[config.mk]
export PLATFORM = sky130hd
export DESIGN_NAME = tcp_client_segment_engine
export DESIGN_NICKNAME = d
export VERILOG_FILES = /design/src/hdl/tcse_pkg.sv /design/src/hdl/tcse_front.sv /design/src/hdl/tcse_queue.sv /design/src/hdl/tcse_back.sv /design/src/hdl/tcp_client_segment_engine.sv
export VERILOG_INCLUDE_DIRS = /design/src /design/src/hdl
export SDC_FILE = /design/constraint.sdc
export NUM_CORES = 1
export LEC_CHECK = 0
export BUFFER_PORTS_ARGS = -buffer_cell sky130_fd_sc_hd__buf_2
export CORE_UTILIZATION = 62
export CTS_CLUSTER_DIAMETER = 50
export DETAILED_ROUTE_END_ITERATION = 7
export PLACE_DENSITY = 0.85
export SLEW_MARGIN = 20
export SYNTH_ARGS = -nofsm -noshare
export SYNTH_HDL_FRONTEND = slang
export SYNTH_SLANG_ARGS = --single-unit
[constraint.sdc]
create_clock -name clk -period 14.2 [get_ports clk]
set_clock_uncertainty 0.05 [all_clocks]
set_input_delay 2.84 -clock clk [delete_from_list [all_inputs] [get_ports clk]]
set_output_delay 2.84 -clock clk [all_outputs]
set_load 0.01 [all_outputs]
[src/hdl/tcp_client_segment_engine_defines.svh]
// Assertion macros shared by the segment engine modules.
// Depends on a clock named clk and an active-low reset named arst_n in scope.
`ifndef TCP_CLIENT_SEGMENT_ENGINE_DEFINES_SVH
`define TCP_CLIENT_SEGMENT_ENGINE_DEFINES_SVH

// check a condition at every clock edge outside reset
`define TCSE_ASSERT(lbl, cond, msg) \
	lbl: assert property (@(posedge clk) disable iff (!arst_n) (cond)) else $error(msg);

// check a consequence in the cycle after an antecedent
`define TCSE_ASSERT_NEXT(lbl, ante, cons, msg) \
	lbl: assert property (@(posedge clk) disable iff (!arst_n) (ante) |=> (cons)) else $error(msg);

`endif

[src/hdl/tcse_pkg.sv]
// Types, codes and helpers for the TCP client segment engine.
// No dependencies; imported by every module of the block.
package tcse_pkg;

	localparam int MAX_PACKET = 2048;
	localparam int SEND_LIMIT_RAW = MAX_PACKET - 40;
	localparam int SEND_LIMIT = (SEND_LIMIT_RAW > 2047) ? 2047 : SEND_LIMIT_RAW;
	localparam int QUEUE_DEPTH = 2;

	localparam logic [1:0] CMD_OPEN    = 2'd0;
	localparam logic [1:0] CMD_SEND    = 2'd1;
	localparam logic [1:0] CMD_SEGMENT = 2'd2;
	localparam logic [1:0] CMD_TIMEOUT = 2'd3;

	localparam logic [2:0] EV_NONE    = 3'd0;
	localparam logic [2:0] EV_IGNORED = 3'd1;
	localparam logic [2:0] EV_DATA    = 3'd2;
	localparam logic [2:0] EV_RESET   = 3'd3;
	localparam logic [2:0] EV_FAIL    = 3'd4;
	localparam logic [2:0] EV_DONE    = 3'd5;

	localparam logic [1:0] REG_LOCAL_PORT  = 2'd0;
	localparam logic [1:0] REG_PEER_PORT   = 2'd1;
	localparam logic [1:0] REG_MAX_RETRIES = 2'd2;

	localparam logic [7:0] FLAG_SYN = 8'h02;
	localparam logic [7:0] FLAG_RST = 8'h04;
	localparam logic [7:0] FLAG_PSH = 8'h08;
	localparam logic [7:0] FLAG_ACK = 8'h10;
	localparam logic [7:0] IP_VER_IHL = 8'h45;
	localparam logic [7:0] IP_PROTO_TCP = 8'h06;

	typedef struct packed {
		logic [1:0]         cmd;
		logic [10:0]        send_len;
		logic               seg_bad;
		logic               seg_rst;
		logic               seg_syn;
		logic               pay_pos;
		logic               long_pkt;
		logic signed [12:0] rc;
		logic [31:0]        seg_seq;
		logic [31:0]        seg_ack;
	} entry_t;

	typedef struct packed {
		logic        tx_valid;
		logic [7:0]  tx_flags;
		logic [31:0] tx_seq;
		logic [31:0] tx_ack;
		logic [10:0] tx_payload_len;
		logic [2:0]  event_res;
		logic [10:0] rx_len;
	} result_t;

	function automatic logic [7:0] tx_flags_for(input logic [31:0] seq, input logic has_len);
		logic [7:0] fl;
		if (seq == 32'd1) fl = FLAG_SYN;
		else if (has_len) fl = FLAG_ACK | FLAG_PSH;
		else fl = FLAG_ACK;
		return fl;
	endfunction

endpackage

[src/hdl/tcse_front.sv]
// Front end: classifies each request (packet checks, length clamp, payload size).
// Depends on tcse_pkg.
module tcse_front import tcse_pkg::*; (
	input  logic [1:0]  cmd,
	input  logic [10:0] send_len,
	input  logic [11:0] pkt_len,
	input  logic [7:0]  ver_ihl,
	input  logic [7:0]  ip_protocol,
	input  logic [15:0] seg_src_port,
	input  logic [15:0] seg_dst_port,
	input  logic [7:0]  seg_flags,
	input  logic [7:0]  offset_byte,
	input  logic [31:0] seg_seq,
	input  logic [31:0] seg_ack,
	input  logic [15:0] local_port,
	input  logic [15:0] peer_port,
	output entry_t      entry
);

	logic [5:0]         hdr_size;
	logic signed [12:0] rc;
	logic               len_bad;

	assign hdr_size = offset_byte[7:2];
	assign rc = $signed({1'b0, pkt_len}) - 13'sd20 - $signed({7'd0, hdr_size});
	assign len_bad = (pkt_len < 12'd40) || (32'(pkt_len) > MAX_PACKET);

	always_comb begin
		entry.cmd = cmd;
		entry.send_len = (32'(send_len) > SEND_LIMIT) ? 11'(SEND_LIMIT) : send_len;
		entry.seg_bad = len_bad || (ver_ihl != IP_VER_IHL) || (ip_protocol != IP_PROTO_TCP)
			|| (seg_src_port != peer_port) || (seg_dst_port != local_port);
		entry.seg_rst = |(seg_flags & FLAG_RST);
		entry.seg_syn = |(seg_flags & FLAG_SYN);
		entry.pay_pos = (rc > 13'sd0);
		entry.long_pkt = (pkt_len > 12'd40);
		entry.rc = rc;
		entry.seg_seq = seg_seq;
		entry.seg_ack = seg_ack;
	end

endmodule

[src/hdl/tcse_queue.sv]
// Two-entry request queue between the front end and the back end.
// Depends on tcse_pkg and the assertion macro header.
`include "tcp_client_segment_engine_defines.svh"
module tcse_queue import tcse_pkg::*; (
	input  logic   clk,
	input  logic   arst_n,
	input  logic   push,
	input  entry_t push_data,
	output logic   full,
	input  logic   pop,
	output logic   head_valid,
	output entry_t head_data
);

	entry_t     mem_q [QUEUE_DEPTH];
	logic       wr_ptr_q;
	logic       rd_ptr_q;
	logic [1:0] count_q;

	assign full = (count_q == 2'(QUEUE_DEPTH));
	assign head_valid = (count_q != 2'd0);
	assign head_data = mem_q[rd_ptr_q];

	always_ff @(posedge clk) begin
		if (push) mem_q[wr_ptr_q] <= push_data;
	end

	always_ff @(posedge clk or negedge arst_n) begin
		if (!arst_n) begin
			wr_ptr_q <= 1'b0;
			rd_ptr_q <= 1'b0;
			count_q <= 2'd0;
		end else begin
			if (push) wr_ptr_q <= ~wr_ptr_q;
			if (pop) rd_ptr_q <= ~rd_ptr_q;
			unique case ({push, pop})
				2'b10: count_q <= count_q + 2'd1;
				2'b01: count_q <= count_q - 2'd1;
				default: count_q <= count_q;
			endcase
		end
	end

	`TCSE_ASSERT(a_count_bound, count_q <= 2'(QUEUE_DEPTH), "queue count overflow")
	`TCSE_ASSERT(a_no_push_full, !(push && full), "push into full queue")
	`TCSE_ASSERT_NEXT(a_pop_drains, pop && !push, count_q == 2'($past(count_q) - 2'd1), "pop did not drain")

endmodule

[src/hdl/tcse_back.sv]
// Back end: connection state, transmit header and event generation, output register.
// Depends on tcse_pkg and the assertion macro header.
`include "tcp_client_segment_engine_defines.svh"
module tcse_back import tcse_pkg::*; (
	input  logic       clk,
	input  logic       arst_n,
	input  logic [3:0] max_retries,
	input  logic       head_valid,
	input  entry_t     head_data,
	output logic       pop,
	output logic       out_valid,
	input  logic       out_stall,
	output result_t    result
);

	logic [31:0] send_seq_q, send_seq_d;
	logic [31:0] recv_ack_q, recv_ack_d;
	logic        awaiting_q, awaiting_d;
	logic [3:0]  retry_q, retry_d;
	logic [10:0] pending_q, pending_d;
	logic        out_valid_q;
	result_t     res_q;
	result_t     res_d;
	logic [31:0] ss_adv;
	logic [10:0] rx_val;

	assign pop = head_valid && (!out_valid_q || !out_stall);
	assign out_valid = out_valid_q;
	assign result = res_q;
	assign ss_adv = (send_seq_q < head_data.seg_ack) ? head_data.seg_ack : send_seq_q;

	always_comb begin
		send_seq_d = send_seq_q;
		recv_ack_d = recv_ack_q;
		awaiting_d = awaiting_q;
		retry_d = retry_q;
		pending_d = pending_q;
		res_d = '0;
		rx_val = 11'd0;
		unique case (head_data.cmd)
			CMD_OPEN: begin
				send_seq_d = 32'd1;
				recv_ack_d = 32'd0;
				pending_d = 11'd0;
				retry_d = 4'd0;
				awaiting_d = 1'b1;
				res_d.tx_valid = 1'b1;
				res_d.tx_flags = FLAG_SYN;
				res_d.tx_seq = 32'd1;
			end
			CMD_SEND: begin
				res_d.tx_valid = 1'b1;
				res_d.tx_flags = tx_flags_for(send_seq_q, head_data.send_len != 11'd0);
				res_d.tx_seq = send_seq_q;
				res_d.tx_ack = recv_ack_q;
				res_d.tx_payload_len = head_data.send_len;
				if (send_seq_q <= 32'd1 || head_data.send_len != 11'd0) begin
					awaiting_d = 1'b1;
					retry_d = 4'd0;
					pending_d = head_data.send_len;
				end
			end
			CMD_SEGMENT: begin
				priority if (head_data.seg_bad) begin
					res_d.event_res = EV_IGNORED;
				end else if (head_data.seg_rst) begin
					awaiting_d = 1'b0;
					res_d.event_res = EV_RESET;
				end else if (send_seq_q == 32'd1) begin
					awaiting_d = 1'b0;
					if (head_data.seg_syn) begin
						send_seq_d = head_data.seg_ack;
						recv_ack_d = head_data.seg_seq + 32'd1;
						res_d.tx_valid = 1'b1;
						res_d.tx_flags = tx_flags_for(head_data.seg_ack, 1'b0);
						res_d.tx_seq = head_data.seg_ack;
						res_d.tx_ack = head_data.seg_seq + 32'd1;
						res_d.event_res = awaiting_q ? EV_DONE : EV_NONE;
					end else begin
						res_d.event_res = EV_FAIL;
					end
				end else begin
					send_seq_d = ss_adv;
					if (head_data.pay_pos) begin
						if (head_data.seg_seq >= recv_ack_q) begin
							rx_val = head_data.rc[10:0];
							recv_ack_d = head_data.seg_seq
								+ (head_data.long_pkt ? {20'd0, head_data.rc[11:0]} : 32'd0);
							res_d.tx_valid = 1'b1;
							res_d.tx_flags = tx_flags_for(ss_adv, 1'b0);
							res_d.tx_seq = ss_adv;
							res_d.tx_ack = recv_ack_d;
						end
					end
					if (head_data.rc < 13'sd0) begin
						res_d.event_res = EV_IGNORED;
					end else begin
						awaiting_d = 1'b0;
						res_d.rx_len = rx_val;
						if (awaiting_q) res_d.event_res = EV_DONE;
						else if (rx_val != 11'd0) res_d.event_res = EV_DATA;
						else res_d.event_res = EV_NONE;
					end
				end
			end
			CMD_TIMEOUT: begin
				if (awaiting_q) begin
					if (retry_q < max_retries) begin
						retry_d = retry_q + 4'd1;
						res_d.tx_valid = 1'b1;
						res_d.tx_flags = tx_flags_for(send_seq_q, pending_q != 11'd0);
						res_d.tx_seq = send_seq_q;
						res_d.tx_ack = recv_ack_q;
						res_d.tx_payload_len = pending_q;
					end else begin
						awaiting_d = 1'b0;
						res_d.event_res = EV_FAIL;
					end
				end
			end
			default: res_d = '0;
		endcase
	end

	always_ff @(posedge clk or negedge arst_n) begin
		if (!arst_n) begin
			send_seq_q <= 32'd0;
			recv_ack_q <= 32'd0;
			awaiting_q <= 1'b0;
			retry_q <= 4'd0;
			pending_q <= 11'd0;
			out_valid_q <= 1'b0;
		end else begin
			if (pop) begin
				send_seq_q <= send_seq_d;
				recv_ack_q <= recv_ack_d;
				awaiting_q <= awaiting_d;
				retry_q <= retry_d;
				pending_q <= pending_d;
				out_valid_q <= 1'b1;
			end else if (!out_stall) begin
				out_valid_q <= 1'b0;
			end
		end
	end

	always_ff @(posedge clk) begin
		if (pop) res_q <= res_d;
	end

	`TCSE_ASSERT_NEXT(a_fail_ends_wait, pop && res_d.event_res == EV_FAIL, !awaiting_q, "failure kept wait")
	`TCSE_ASSERT(a_tx_flags_set, !(out_valid_q && res_q.tx_valid) || res_q.tx_flags != 8'h00, "empty tx flags")
	`TCSE_ASSERT_NEXT(a_open_waits, pop && head_data.cmd == CMD_OPEN, awaiting_q && send_seq_q == 32'd1, "open did not start wait")

endmodule

[src/hdl/tcp_client_segment_engine.sv]
// TCP client segment engine top level: configuration registers, front end, queue, back end.
// Depends on tcse_pkg, tcse_front, tcse_queue and tcse_back.
//
// Usage:
//   Requests enter on the in channel (in_valid / in_stall): open, send, a received
//   segment header or a timeout tick, selected by cmd. Every request yields exactly
//   one result on the out channel (out_valid / out_stall): an optional transmit
//   header (tx_valid, tx_flags, tx_seq, tx_ack, tx_payload_len) plus event_res
//   and rx_len.
//   The front end classifies a request in its accept cycle and writes it into a
//   two-entry queue; the back end updates the connection state and loads the
//   output register. A result passes from its queue entry to the output register,
//   and throughput is one request per cycle while out_stall is low. When the
//   receiver stalls, the output register holds, the queue fills, and in_stall
//   rises once both queue entries are taken.
//   Configuration (local_port, peer_port, max_retries) is written through
//   cfg_we / cfg_index / cfg_data while the engine is idle.
//   Reset clears all connection state and the queue; max_retries resets to 5.
module tcp_client_segment_engine import tcse_pkg::*; (
	input  logic        clk,
	input  logic        arst_n,
	input  logic        cfg_we,
	input  logic [1:0]  cfg_index,
	input  logic [15:0] cfg_data,
	input  logic        in_valid,
	output logic        in_stall,
	input  logic [1:0]  cmd,
	input  logic [10:0] send_len,
	input  logic [11:0] pkt_len,
	input  logic [7:0]  ver_ihl,
	input  logic [7:0]  ip_protocol,
	input  logic [15:0] seg_src_port,
	input  logic [15:0] seg_dst_port,
	input  logic [7:0]  seg_flags,
	input  logic [7:0]  offset_byte,
	input  logic [31:0] seg_seq,
	input  logic [31:0] seg_ack,
	output logic        out_valid,
	input  logic        out_stall,
	output logic        tx_valid,
	output logic [7:0]  tx_flags,
	output logic [31:0] tx_seq,
	output logic [31:0] tx_ack,
	output logic [10:0] tx_payload_len,
	output logic [2:0]  event_res,
	output logic [10:0] rx_len
);

	logic [15:0] local_port_q;
	logic [15:0] peer_port_q;
	logic [3:0]  max_retries_q;
	entry_t      front_entry;
	entry_t      head_data;
	logic        q_full;
	logic        head_valid;
	logic        pop;
	result_t     result;

	always_ff @(posedge clk or negedge arst_n) begin
		if (!arst_n) begin
			local_port_q <= 16'd0;
			peer_port_q <= 16'd0;
			max_retries_q <= 4'd5;
		end else if (cfg_we) begin
			unique case (cfg_index)
				REG_LOCAL_PORT: local_port_q <= cfg_data;
				REG_PEER_PORT: peer_port_q <= cfg_data;
				REG_MAX_RETRIES: max_retries_q <= cfg_data[3:0];
				default: max_retries_q <= max_retries_q;
			endcase
		end
	end

	assign in_stall = q_full;

	tcse_front u_front (
		.cmd          (cmd),
		.send_len     (send_len),
		.pkt_len      (pkt_len),
		.ver_ihl      (ver_ihl),
		.ip_protocol  (ip_protocol),
		.seg_src_port (seg_src_port),
		.seg_dst_port (seg_dst_port),
		.seg_flags    (seg_flags),
		.offset_byte  (offset_byte),
		.seg_seq      (seg_seq),
		.seg_ack      (seg_ack),
		.local_port   (local_port_q),
		.peer_port    (peer_port_q),
		.entry        (front_entry)
	);

	tcse_queue u_queue (
		.clk        (clk),
		.arst_n     (arst_n),
		.push       (in_valid && !q_full),
		.push_data  (front_entry),
		.full       (q_full),
		.pop        (pop),
		.head_valid (head_valid),
		.head_data  (head_data)
	);

	tcse_back u_back (
		.clk         (clk),
		.arst_n      (arst_n),
		.max_retries (max_retries_q),
		.head_valid  (head_valid),
		.head_data   (head_data),
		.pop         (pop),
		.out_valid   (out_valid),
		.out_stall   (out_stall),
		.result      (result)
	);

	assign tx_valid = result.tx_valid;
	assign tx_flags = result.tx_flags;
	assign tx_seq = result.tx_seq;
	assign tx_ack = result.tx_ack;
	assign tx_payload_len = result.tx_payload_len;
	assign event_res = result.event_res;
	assign rx_len = result.rx_len;

endmodule
==> run_results.csv, run 1 <==
group,metric,value,unit
synth,syn-cell-area,19500,um2
synth,synth_edf_count,283,
synth,yosys.area_share.simple,0.0910,
critical_path,worst_ep_arrival_time,6.01,ns
placement,place_inst,2182,
timing,final.period_utilization,0.406,
critical_path,critPathCapture,"u_back.result[51]",
clock_tree,cts_buffers,42,
cells_and_area,final_cell_mix,"edfxtp_1, buf_2, dfrtp_1",
clock_tree,cts_tree,"built",
synth,yosysTopAreaCell,"edfxtp_1",
floorplanning,start_util,0.634,
placement,port_buffers,262,
timing,maxSlewViolCount,0,
critical_path,cp_max_fo,66,
critical_path,r2r-start,"u_queue.rd_ptr_q",
critical_path,cp_slowest_cell,"mux2i_1",
grt,grt_overflow_total,0,
clock_tree,clk_pin_slew,0.07,ns
synth,synth-seq-cells,404,
critical_path,cp_top_family,"compound AO/OA/AOI/OAI gates",
route,wl_per_cell,20.2,um
timing,setup_viol,0,
floorplanning,die_width,180,um
outcome,violations,"DRC",
critical_path,required,14.45,ns
power_and_ir_drop,vdd.ir_drop.worst,0.230,mV
synth,synth_ff_type,"edfxtp_1",
synth,postSynthAreaPerCell,12.5,um2
route,dr_total_vias,13800,
synth,yosys-mux-area-fraction,0.0774,
clock_tree,cts_sinks,404,
synth,netlist.area_leader.share,0.435,
outcome,outcome,"finished with violations",
timing,finalHoldViolations,0,
synth,ys_seq_area_frac,0.590,
route,wl,45.8,mm
cells_and_area,area_growth,16.0,%
critical_path,r2r-end,"u_back.result[51]",
grt,first_global_vias,14100,
critical_path,endpoint_kind,"flip-flop",
grt,antenna_found_initial,7,
placement,gp_congestion,0.916,
floorplanning,rows,64,
floorplanning,dieArea,32200,um2
grt,grt_max_degree,71,
clock_tree,clk_latency,0.54,ns
clock_tree,ctsResizeCount,0,
timing,period_needed,5.76,ns
critical_path,reg2reg_depth,13,
route,drt_pass1_iterations,8,
timing,fin_hold_ws,0.452,ns
floorplanning,core,30800,um2
critical_path,crit_start,"u_queue.rd_ptr_q",
synth,synth_cells,1567,
route,drtIter0Drc,1384,
route,drcViolationCount,24,
hold_path,hold_class,"reg -> reg",
critical_path,r2r_setup_slack,8.44,ns
power_and_ir_drop,p_leak,9.31,nW
synth,synth_top_family_by_area,"compound AO/OA/AOI/OAI gates",
critical_path,critPathKind,"reg -> reg",
floorplanning,io_pins,276,
synth,synth-adder-area-share,0.0616,
clock_tree,cts_hold_repair.buffers,0,
clock_tree,cts.htree.levels,2,
critical_path,crit_path_start_kind,"flip-flop",
timing,max_freq,174,MHz
grt,grt_pass1_wl,73.3,mm
power_and_ir_drop,power,4.98,mW
power_and_ir_drop,p_per_area,220,nW/um2
clock_tree,cts-root-buf,"clkbuf_16",
critical_path,path_depth,13,
synth,synth_compound_area_frac,0.105,
cells_and_area,drive_above_1_share,0.234,
cells_and_area,layout_commonest_cell,"edfxtp_1",
clock_tree,postCtsSetupRepairBufs,0,
grt,grtUsageTotal,0.286,
route,final_antenna_net_count,0,
critical_path,slowest_delay,0.87,ns
route,drt-vias-per-instance,6.09,
synth,yosysWarnings,0,
critical_path,crit_chain,"buf_4 -> mux2i_1 -> nor2_1 -> ha_1 -> fa_1 -> a211oi_1 -> o21ai_0 -> a211oi_1 -> nor4_1 -> o21ai_2 -> nor2_1 -> xnor2_1 -> o21ai_0",
timing,rsz0062_at_grt,"false",
critical_path,crit_buf_inv,1,
synth,synth-xor-area-share,0.0377,
run,maxCapViolCount,0,
cells_and_area,fin_nets,2101,
synth,synthDistinctLibCells,75,
synth,async_flop_share,0.300,
timing,final.setup.tns,0,ns
cells_and_area,fin_cells,2266,
synth,synthTopCellsByArea,"edfxtp_1, dfrtp_1, ha_1",
timing,tightest_slew,1.05,ns
timing,relSlewSlack,0.302,
floorplanning,die_h,180,um
clock_tree,clock_path_buffers,3,
placement,dp.final_hpwl,32.0,mm
-- cell families (layout without fill, tap and decap cells) --
kind of cell | after synthesis | after routing
and+or+nand+nor | 358 | 358
xor gates and xnor gates | 84 | 84
other | 1 | 12
adders and majority gates | 95 | 95
buffers and inverters | 172 | 464
DFF | 404 | 404
AOI/OAI and AO/OA | 310 | 310
muxes | 143 | 143
-- synthesized netlist by cell type (all sizes together), types with 5 or more instances --
cell type / number
nand4: 30
buf: 34
o2bb2ai: 31
a21o: 18
a211oi: 13
a21oi: 42
inv: 109
nand2: 115
clkbuf: 29
and3: 9
nor3: 17
and2: 12
o22ai: 37
nor2: 74
a31oi: 8
o21ai: 97
nand2b: 9
o31ai: 6
mux2i: 78
xnor2: 57
o21bai: 5
ha: 93
nor4: 31
mux2: 65
edfxtp: 283
a22o: 12
xor2: 27
dfrtp: 119
nand3: 28
o21a: 7
or3: 5
-- worst reg2reg max path: stages (launching register included) --
cell      delay (ns)
dfrtp_4         0.80
buf_4           0.87
mux2i_1         0.91
nor2_1          0.17
ha_1            0.28
fa_1            0.44
a211oi_1        0.34
o21ai_0         0.23
a211oi_1        0.25
nor4_1          0.15
o21ai_2         0.45
nor2_1          0.12
xnor2_1         0.16
o21ai_0         0.33
-- state kept, by name, indices dropped and copies added, names as in the netlist, 2 cells and up --
signal	count
peer_port_q	16
u_back.send_seq_q	32
u_back.recv_ack_q	32
u_queue.mem_q	190
local_port_q	16
u_back.result	93
u_queue.count_q	2
u_back.pending_q	11
max_retries_q	4
u_back.retry_q	4
-- through the flow --
step	worst slack (ns)	area, um2	util
global placement	8.25	21200	0.688
detailed placement	8.14	21200	0.688
finish	8.44	22700	0.735
CTS	8.52	22600	0.735
floorplan	6.71	19600	-
global route	8.10	22700	0.735
-- where the power goes --
| group | switching [mW] | internal, mW |
|---|---|---|
| Clock | 0.456 | 0.667 |
| Combinational | 1.21 | 0.726 |
| Sequential | 0.228 | 1.69 |
-- area by class of cell --
cell class	count	area, um2
Sequential cell	404	11500
Fill cell	1973	8170
Multi-Input combinational cell	995	7340
Timing Repair Buffer	278	1430
Clock buffer	55	1180
Tap cell	396	495
Inverter	109	412
Clock inverter	22	251
Antenna cell	7	17.5
-- routing by layer --
layer | GRT usage | vias to the layer above | wire length, um | part of all wire
li1 | - | 6369 | - | -
met1 | 0.374 | 6740 | 18600 | 0.41
met2 | 0.478 | 589 | 22300 | 0.49
met3 | 0.0525 | 99 | 3360 | 0.073
met4 | 0.112 | 4 | 1510 | 0.033
met5 | 0 | - | 26 | 0.00057
-- how the worst min path moves through the flow --
stage | from | end | slack [ns] | cells past startpoint
3_3_place_gp | u_back.recv_ack_q[18] | u_back.recv_ack_q[18] | 0.44 | 2
4_1_cts | u_back.out_valid | u_back.out_valid | 0.46 | 2
2_1_floorplan | u_queue.wr_ptr_q | u_queue.wr_ptr_q | 0.41 | 1
3_5_place_dp | u_back.out_valid | u_back.out_valid | 0.43 | 2
6_report | u_back.out_valid | u_back.out_valid | 0.45 | 2
5_1_grt | max_retries_q[3] | max_retries_q[3] | 0.49 | 1
Note: power is estimated with default switching activity, not from simulation.
==> inputs of run 2 (changes only) <==
--- a/config.mk
+++ b/config.mk
@@ -7,10 +7,10 @@
 export NUM_CORES = 1
 export LEC_CHECK = 0
 export BUFFER_PORTS_ARGS = -buffer_cell sky130_fd_sc_hd__buf_2
-export CORE_UTILIZATION = 62
+export CORE_UTILIZATION = 58
 export CTS_CLUSTER_DIAMETER = 50
 export DETAILED_ROUTE_END_ITERATION = 7
-export PLACE_DENSITY = 0.85
+export PLACE_DENSITY = 0.81
 export SLEW_MARGIN = 20
 export SYNTH_ARGS = -nofsm -noshare
 export SYNTH_HDL_FRONTEND = slang
==> constraint.sdc (replaced) <==
create_clock -name clk -period 5.45 [get_ports clk]
set_clock_uncertainty 0.05 [all_clocks]
set_input_delay 1.09 -clock clk [delete_from_list [all_inputs] [get_ports clk]]
set_output_delay 1.09 -clock clk [all_outputs]
set_load 0.01 [all_outputs]
==> run 2 against run 1 <==
Effect of this change:
- the run now ends clean
- worst setup slack worse by 7.8 ns
- maximum frequency up 19%
- count of clock-buffer cells in the layout down 6
- global-route usage down 2.2 points
- critical endpoint is now u_back.result[49]
==> run_results.csv, run 2 (synthesized netlist as in run 1, its figures left out) <==
group,metric,value,unit
outcome,outcome,"finished clean",
run,maxCapViolCount,0,
timing,rsz0062_at_grt,"false",
clock_tree,clock_path_buffers,3,
power_and_ir_drop,p_comb_frac,0.388,
grt,first_global_vias,13400,
timing,relSlewSlack,0.302,
clock_tree,cts_hold_repair.buffers,0,
critical_path,r2r-start,"u_queue.rd_ptr_q",
clock_tree,ctsResizeCount,0,
power_and_ir_drop,p_int,7.99,mW
floorplanning,start_util,0.594,
route,drt_pass1_iterations,5,
clock_tree,cts.htree.levels,2,
power_and_ir_drop,p_leak,9.35,nW
critical_path,cp_max_fo,59,
grt,antenna_found_initial,11,
cells_and_area,drive_above_1_share,0.235,
critical_path,crit_start,"u_queue.rd_ptr_q",
cells_and_area,fin_cells,2325,
cells_and_area,fin_nets,2111,
power_and_ir_drop,vdd.ir_drop.worst,0.612,mV
timing,final.period_utilization,0.886,
route,drtIter0Drc,1143,
cells_and_area,nFillCells,2381,
floorplanning,die_h,186,um
clock_tree,cts_sinks,404,
floorplanning,rows,66,
power_and_ir_drop,swShare,0.381,
cells_and_area,fin_util,0.693,
route,dr_total_vias,13700,
grt,grt_overflow_total,0,
grt,grt_max_degree,68,
critical_path,endpoint_kind,"flip-flop",
critical_path,required,5.65,ns
timing,final.setup.tns,0,ns
placement,dp.final_hpwl,31.7,mm
hold_path,hold_class,"in -> async",
cells_and_area,largest-register,"u_queue.mem_q",
route,drt-vias-per-instance,5.87,
clock_tree,cts-root-buf,"clkbuf_16",
placement,place_inst,2237,
clock_tree,clk_pin_slew,0.07,ns
placement,port_buffers,262,
timing,tightest_slew,1.02,ns
power_and_ir_drop,p_sw,4.91,mW
clock_tree,cts_tree,"built",
power_and_ir_drop,power.share.clock,0.224,
grt,grtUsageTotal,0.264,
cells_and_area,final-seq-area,11500,um2
critical_path,critPathKind,"reg -> reg",
route,wl_per_cell,19.3,um
cells_and_area,area_growth,16.5,%
timing,period_needed,4.83,ns
power_and_ir_drop,p_per_area,566,nW/um2
cells_and_area,layout_commonest_cell,"edfxtp_1",
timing,finalHoldViolations,0,
floorplanning,io_pins,276,
floorplanning,die_width,186,um
clock_tree,clk_latency,0.55,ns
route,final_antenna_net_count,0,
critical_path,worst_ep_arrival_time,5.02,ns
cells_and_area,multiInputGateArea,7330,um2
critical_path,r2r_setup_slack,0.62,ns
placement,gp_congestion,0.890,
critical_path,crit_path_start_kind,"flip-flop",
cells_and_area,largest_register_ffs,190,
critical_path,critPathCapture,"u_back.result[49]",
clock_tree,postCtsSetupRepairBufs,0,
cells_and_area,final_cell_mix,"edfxtp_1, buf_2, dfrtp_1",
power_and_ir_drop,power_frac_seq,0.388,
route,drcViolationCount,0,
power_and_ir_drop,power,12.9,mW
clock_tree,cts_buffers,43,
critical_path,r2r-end,"u_back.result[49]",
floorplanning,core,32900,um2
critical_path,reg2reg_depth,12,
floorplanning,dieArea,34400,um2
timing,maxSlewViolCount,0,
timing,max_freq,207,MHz
route,wl,45.0,mm
grt,grt_pass1_wl,70.4,mm
timing,setup_viol,0,
run 2: cell count changes in the layout (fill, tap and decap cells not counted), sizes merged:
cell      delta
buf          +9
bufinv       -1
clkbuf       -6
clkinv      +10
clkinvlp     -2
diode        +1
inv          +2
run 2: layout make-up:
| cell class | instances | area share |
|---|---|---|
| Antenna cell | 8 | 0.000879 |
| Clock buffer | 49 | 0.0501 |
| Clock inverter | 31 | 0.0120 |
| Inverter | 109 | 0.0181 |
| Multi-Input combinational cell | 995 | 0.322 |
| Sequential cell | 404 | 0.507 |
| Tap cell | 442 | 0.0243 |
| Timing Repair Buffer | 287 | 0.0660 |
run 2: layer usage:
metal / GRT usage / up-vias / routed length, um
li1: - / 6406 / -
met1: 0.354 / 6621 / 19200
met2: 0.430 / 524 / 21400
met3: 0.0491 / 96 / 3080
met4: 0.0987 / 6 / 1260
met5: 0 / - / 46
run 2: power groups by stage:
stage	Sequential, mW	Combinational [mW]	Clock [mW]
3_3_place_gp	5.01	4.74	0
5_1_grt	5.10	5.51	3.05
6_report	5.00	5.00	2.89
2_1_floorplan	5.01	3.42	0
4_1_cts	5.00	4.97	2.93
3_5_place_dp	5.05	4.94	0
run 2: how the worst min path moves through the flow:
stage	to	slack [ns]	cells past startpoint
2_1_floorplan	u_back.recv_ack_q[31]	0.42	2
3_3_place_gp	u_back.out_valid	0.42	2
3_5_place_dp	u_back.out_valid	0.42	2
4_1_cts	peer_port_q[5]	0.39	1
5_1_grt	peer_port_q[5]	0.41	1
6_report	peer_port_q[5]	0.40	1
run 2: worst max-delay path, stage by stage, from the launching register on:
cell      delay (ns)
dfrtp_4         1.02
buf_4           0.39
mux2i_1         0.32
nor2_1          0.09
ha_1            0.35
and3_1          0.21
a21boi_0        0.29
a211oi_1        0.14
nor4_1          0.65
o21ai_2         0.32
nor3b_1         0.36
xnor2_1         0.18
o21ai_0         0.15
run 2: per-stage QoR:
step | instance area (um2) | hold slack, ns | setup WS (ns)
2_1_floorplan | 19600 | 0.419 | 0.892
3_3_place_gp | 21300 | 0.425 | 0.838
3_5_place_dp | 21300 | 0.421 | 0.650
4_1_cts | 22700 | 0.391 | 0.617
5_1_grt | 22800 | 0.414 | 0.354
6_report | 22800 | 0.396 | 0.624
==> inputs of run 3 (changes only) <==
--- a/config.mk
+++ b/config.mk
@@ -10,8 +10,10 @@
 export CORE_UTILIZATION = 58
 export CTS_CLUSTER_DIAMETER = 50
 export DETAILED_ROUTE_END_ITERATION = 7
-export PLACE_DENSITY = 0.81
+export PLACE_DENSITY = 0.8
+export RECOVER_POWER = 100
 export SLEW_MARGIN = 20
 export SYNTH_ARGS = -nofsm -noshare
 export SYNTH_HDL_FRONTEND = slang
+export SYNTH_HIERARCHICAL = 1
 export SYNTH_SLANG_ARGS = --single-unit
==> constraint.sdc (replaced) <==
create_clock -name clk -period 5.45 [get_ports clk]
set_clock_uncertainty 0.05 [all_clocks]
set_input_delay 0.2725 -clock clk [delete_from_list [all_inputs] [get_ports clk]]
set_output_delay 0.2725 -clock clk [all_outputs]
set_load 0.01 [all_outputs]
==> run 3 against run 2 <==
Effect of this change:
- via count rose by 2.8%
- register-to-register slack lost 0.04 ns
- die area up 5.0%
- count of clock-buffer cells in the layout is 6 higher
- sequential power down 6.6%
- cell count up 3.1%
- design area grew 5.2%
- the run now ends with capacitance limit, slew limit left
- largest cell class unchanged
- worst hold slack worse by 0.35 ns
- wire length is 6.7% higher
- clock power up 7%
==> run_results.csv, run 3 <==
group,metric,value,unit
grt,antenna_found_initial,1,
synth,synth_ff_type,"edfxtp_1",
cells_and_area,nFillCells,2522,
floorplanning,start_util,0.591,
clock_tree,clk_latency,0.56,ns
synth,synthDistinctLibCells,82,
clock_tree,postCtsSetupRepairBufs,0,
power_and_ir_drop,p_leak,9.63,nW
power_and_ir_drop,power,12.4,mW
synth,synth_edf_count,283,
synth,synth_common_cells,"edfxtp_1, dfrtp_1, mux2_2",
grt,grt_pass1_wl,74.9,mm
run,maxCapViolCount,7,
timing,tightest_slew,3.46,ns
critical_path,crit_path_start_kind,"flip-flop",
timing,worst_slack,0.588,ns
critical_path,critPathKind,"reg -> reg",
power_and_ir_drop,p_per_area,519,nW/um2
hold_path,hold_class,"in -> reg",
power_and_ir_drop,p_int,7.91,mW
placement,port_buffers,262,
cells_and_area,drive_above_1_share,0.189,
synth,yosysWarnings,6,
placement,place_inst,2215,
route,drcViolationCount,0,
synth,synth-seq-cells,404,
power_and_ir_drop,swShare,0.364,
timing,rsz0062_at_grt,"false",
timing,setup_viol,0,
outcome,outcome,"finished with violations",
grt,first_global_vias,14100,
cells_and_area,fin_cells,2396,
placement,gp_congestion,0.908,
critical_path,required,5.82,ns
floorplanning,core,34700,um2
synth,ys_seq_area_frac,0.562,
critical_path,r2r_setup_slack,0.59,ns
route,wl,48.0,mm
clock_tree,cts.htree.levels,2,
power_and_ir_drop,power.share.clock,0.248,
floorplanning,die_h,190,um
cells_and_area,layout_commonest_cell,"edfxtp_1",
power_and_ir_drop,power_frac_seq,0.376,
route,drt_pass1_iterations,7,
cells_and_area,final_cell_mix,"edfxtp_1, clkbuf_1, dfrtp_1",
timing,final.period_utilization,0.892,
synth,synth_cells,1605,
clock_tree,clock_path_buffers,3,
cells_and_area,area_growth,16.7,%
power_and_ir_drop,vdd.ir_drop.worst,0.309,mV
route,dr_total_vias,14000,
critical_path,worst_ep_arrival_time,5.23,ns
outcome,violations,"capacitance limit, slew limit",
synth,async_flop_share,0.300,
clock_tree,ctsResizeCount,0,
cells_and_area,fin_nets,2174,
placement,dp.final_hpwl,32.5,mm
synth,netlist.area_leader.share,0.414,
grt,grt_max_degree,96,
clock_tree,cts_tree,"built",
floorplanning,rows,68,
critical_path,endpoint_kind,"flip-flop",
timing,period_needed,4.86,ns
synth,synth_most_common_cell,"edfxtp_1",
route,wl_per_cell,20.0,um
clock_tree,cts_sinks,404,
timing,maxSlewViolCount,353,
synth,synthTopCellsByArea,"edfxtp_1, dfrtp_1, mux2_2",
floorplanning,io_pins,276,
timing,relSlewSlack,-1.31,
clock_tree,clk_pin_slew,0.06,ns
floorplanning,dieArea,36100,um2
critical_path,cp_max_fo,32,
route,drt-vias-per-instance,5.86,
synth,yosysTopAreaCell,"edfxtp_1",
placement,place_ws,1.04,ns
timing,finalHoldViolations,0,
grt,grtUsageTotal,0.267,
timing,final.setup.tns,0,ns
grt,grt_overflow_total,0,
clock_tree,cts_buffers,45,
power_and_ir_drop,p_sw,4.52,mW
power_and_ir_drop,p_comb_frac,0.376,
route,drtIter0Drc,1213,
route,final_antenna_net_count,0,
synth,syn-cell-area,20500,um2
synth,postSynthAreaPerCell,12.8,um2
cells_and_area,largest-register,"u_queue/mem_q",
floorplanning,die_width,190,um
clock_tree,cts-root-buf,"clkbuf_16",
timing,max_freq,206,MHz
cells_and_area,largest_register_ffs,190,
==> run 3: critical path, stage by stage (launching register included) <==
cell,delay (ns)
dfrtp_4,0.65
clkbuf_1,0.48
mux2_1,0.45
inv_1,0.09
ha_1,0.25
a21oi_1,0.15
o21ai_0,0.10
a221o_1,0.33
o31a_1,0.35
nor4_4,0.52
a41oi_1,0.19
nor2_2,0.17
clkbuf_2,0.63
a22o_1,0.28
==> run 3: path summary, 6_finish.rpt <==
check,start,end,cells after the start
max in group asynchronous,arst_n,u_queue/rd_ptr_q,3
setup / recovery,u_queue/rd_ptr_q,u_back/result[66],13
min in group asynchronous,arst_n,u_back/send_seq_q[25],2
hold reg to reg,u_queue/count_q[1],u_queue/count_q[1],1
setup reg to reg,u_queue/rd_ptr_q,u_back/result[66],13
hold / removal,send_len[5],u_queue/mem_q[1][87],2
==> run 3: area by class of cell <==
| cell class | count | area [um2] | share of cell area |
|---|---|---|---|
| Sequential cell | 404 | 11500 | 0.482 |
| Multi-Input combinational cell | 979 | 7730 | 0.323 |
| Timing Repair Buffer | 379 | 2220 | 0.0929 |
| Clock buffer | 55 | 1220 | 0.0508 |
| Tap cell | 455 | 569 | 0.0238 |
| Inverter | 94 | 354 | 0.0148 |
| Clock inverter | 29 | 319 | 0.0133 |
| Antenna cell | 1 | 2.50 | 0.000105 |
==> run 3: cell families after synthesis <==
kind of cell,synth area share
other,0.000183
xor gates and xnor gates,0.0337
buffers and inverters,0.0621
and+or+nand+nor,0.0912
adders and majority gates,0.0586
muxes,0.0970
DFF,0.562
AOI/OAI and AO/OA,0.0955
==> run 3: what timing repair did <==
item | CTS | global route
setup endpoints to repair | 0 | 0
hold buffers | 96 | 0
hold endpoints to repair | 249 | 0
==> run 3: per-layer routing <==
layer | vias to the layer above | routed length, um | GRT usage
li1 | 6472 | - | -
met1 | 6854 | 19500 | 0.352
met2 | 598 | 23400 | 0.439
met3 | 110 | 3350 | 0.0410
met4 | 0 | 1700 | 0.116
met5 | - | 0 | 0
==> run 3: metrics by stage <==
| stage | hold WS (ns) | util | instance area (um2) |
|---|---|---|---|
| after global routing | 0.0376 | 0.690 | 23900 |
| after floorplan | -0.0731 | - | 20500 |
| after global placement | 0.349 | 0.626 | 21700 |
| after CTS | 0.0230 | 0.698 | 24200 |
| after detailed placement | 0.360 | 0.626 | 21700 |
| final | 0.0457 | 0.690 | 23900 |
==> run 3: power by group through the flow <==
| stage | Clock (mW) | Sequential, mW | Combinational, mW |
|---|---|---|---|
| after floorplan | 0 | 4.74 | 3.32 |
| after global placement | 0 | 4.64 | 4.55 |
| after detailed placement | 0 | 4.68 | 4.70 |
| after CTS | 3.13 | 4.63 | 4.80 |
| after global routing | 3.25 | 4.74 | 5.10 |
| final | 3.08 | 4.67 | 4.68 |
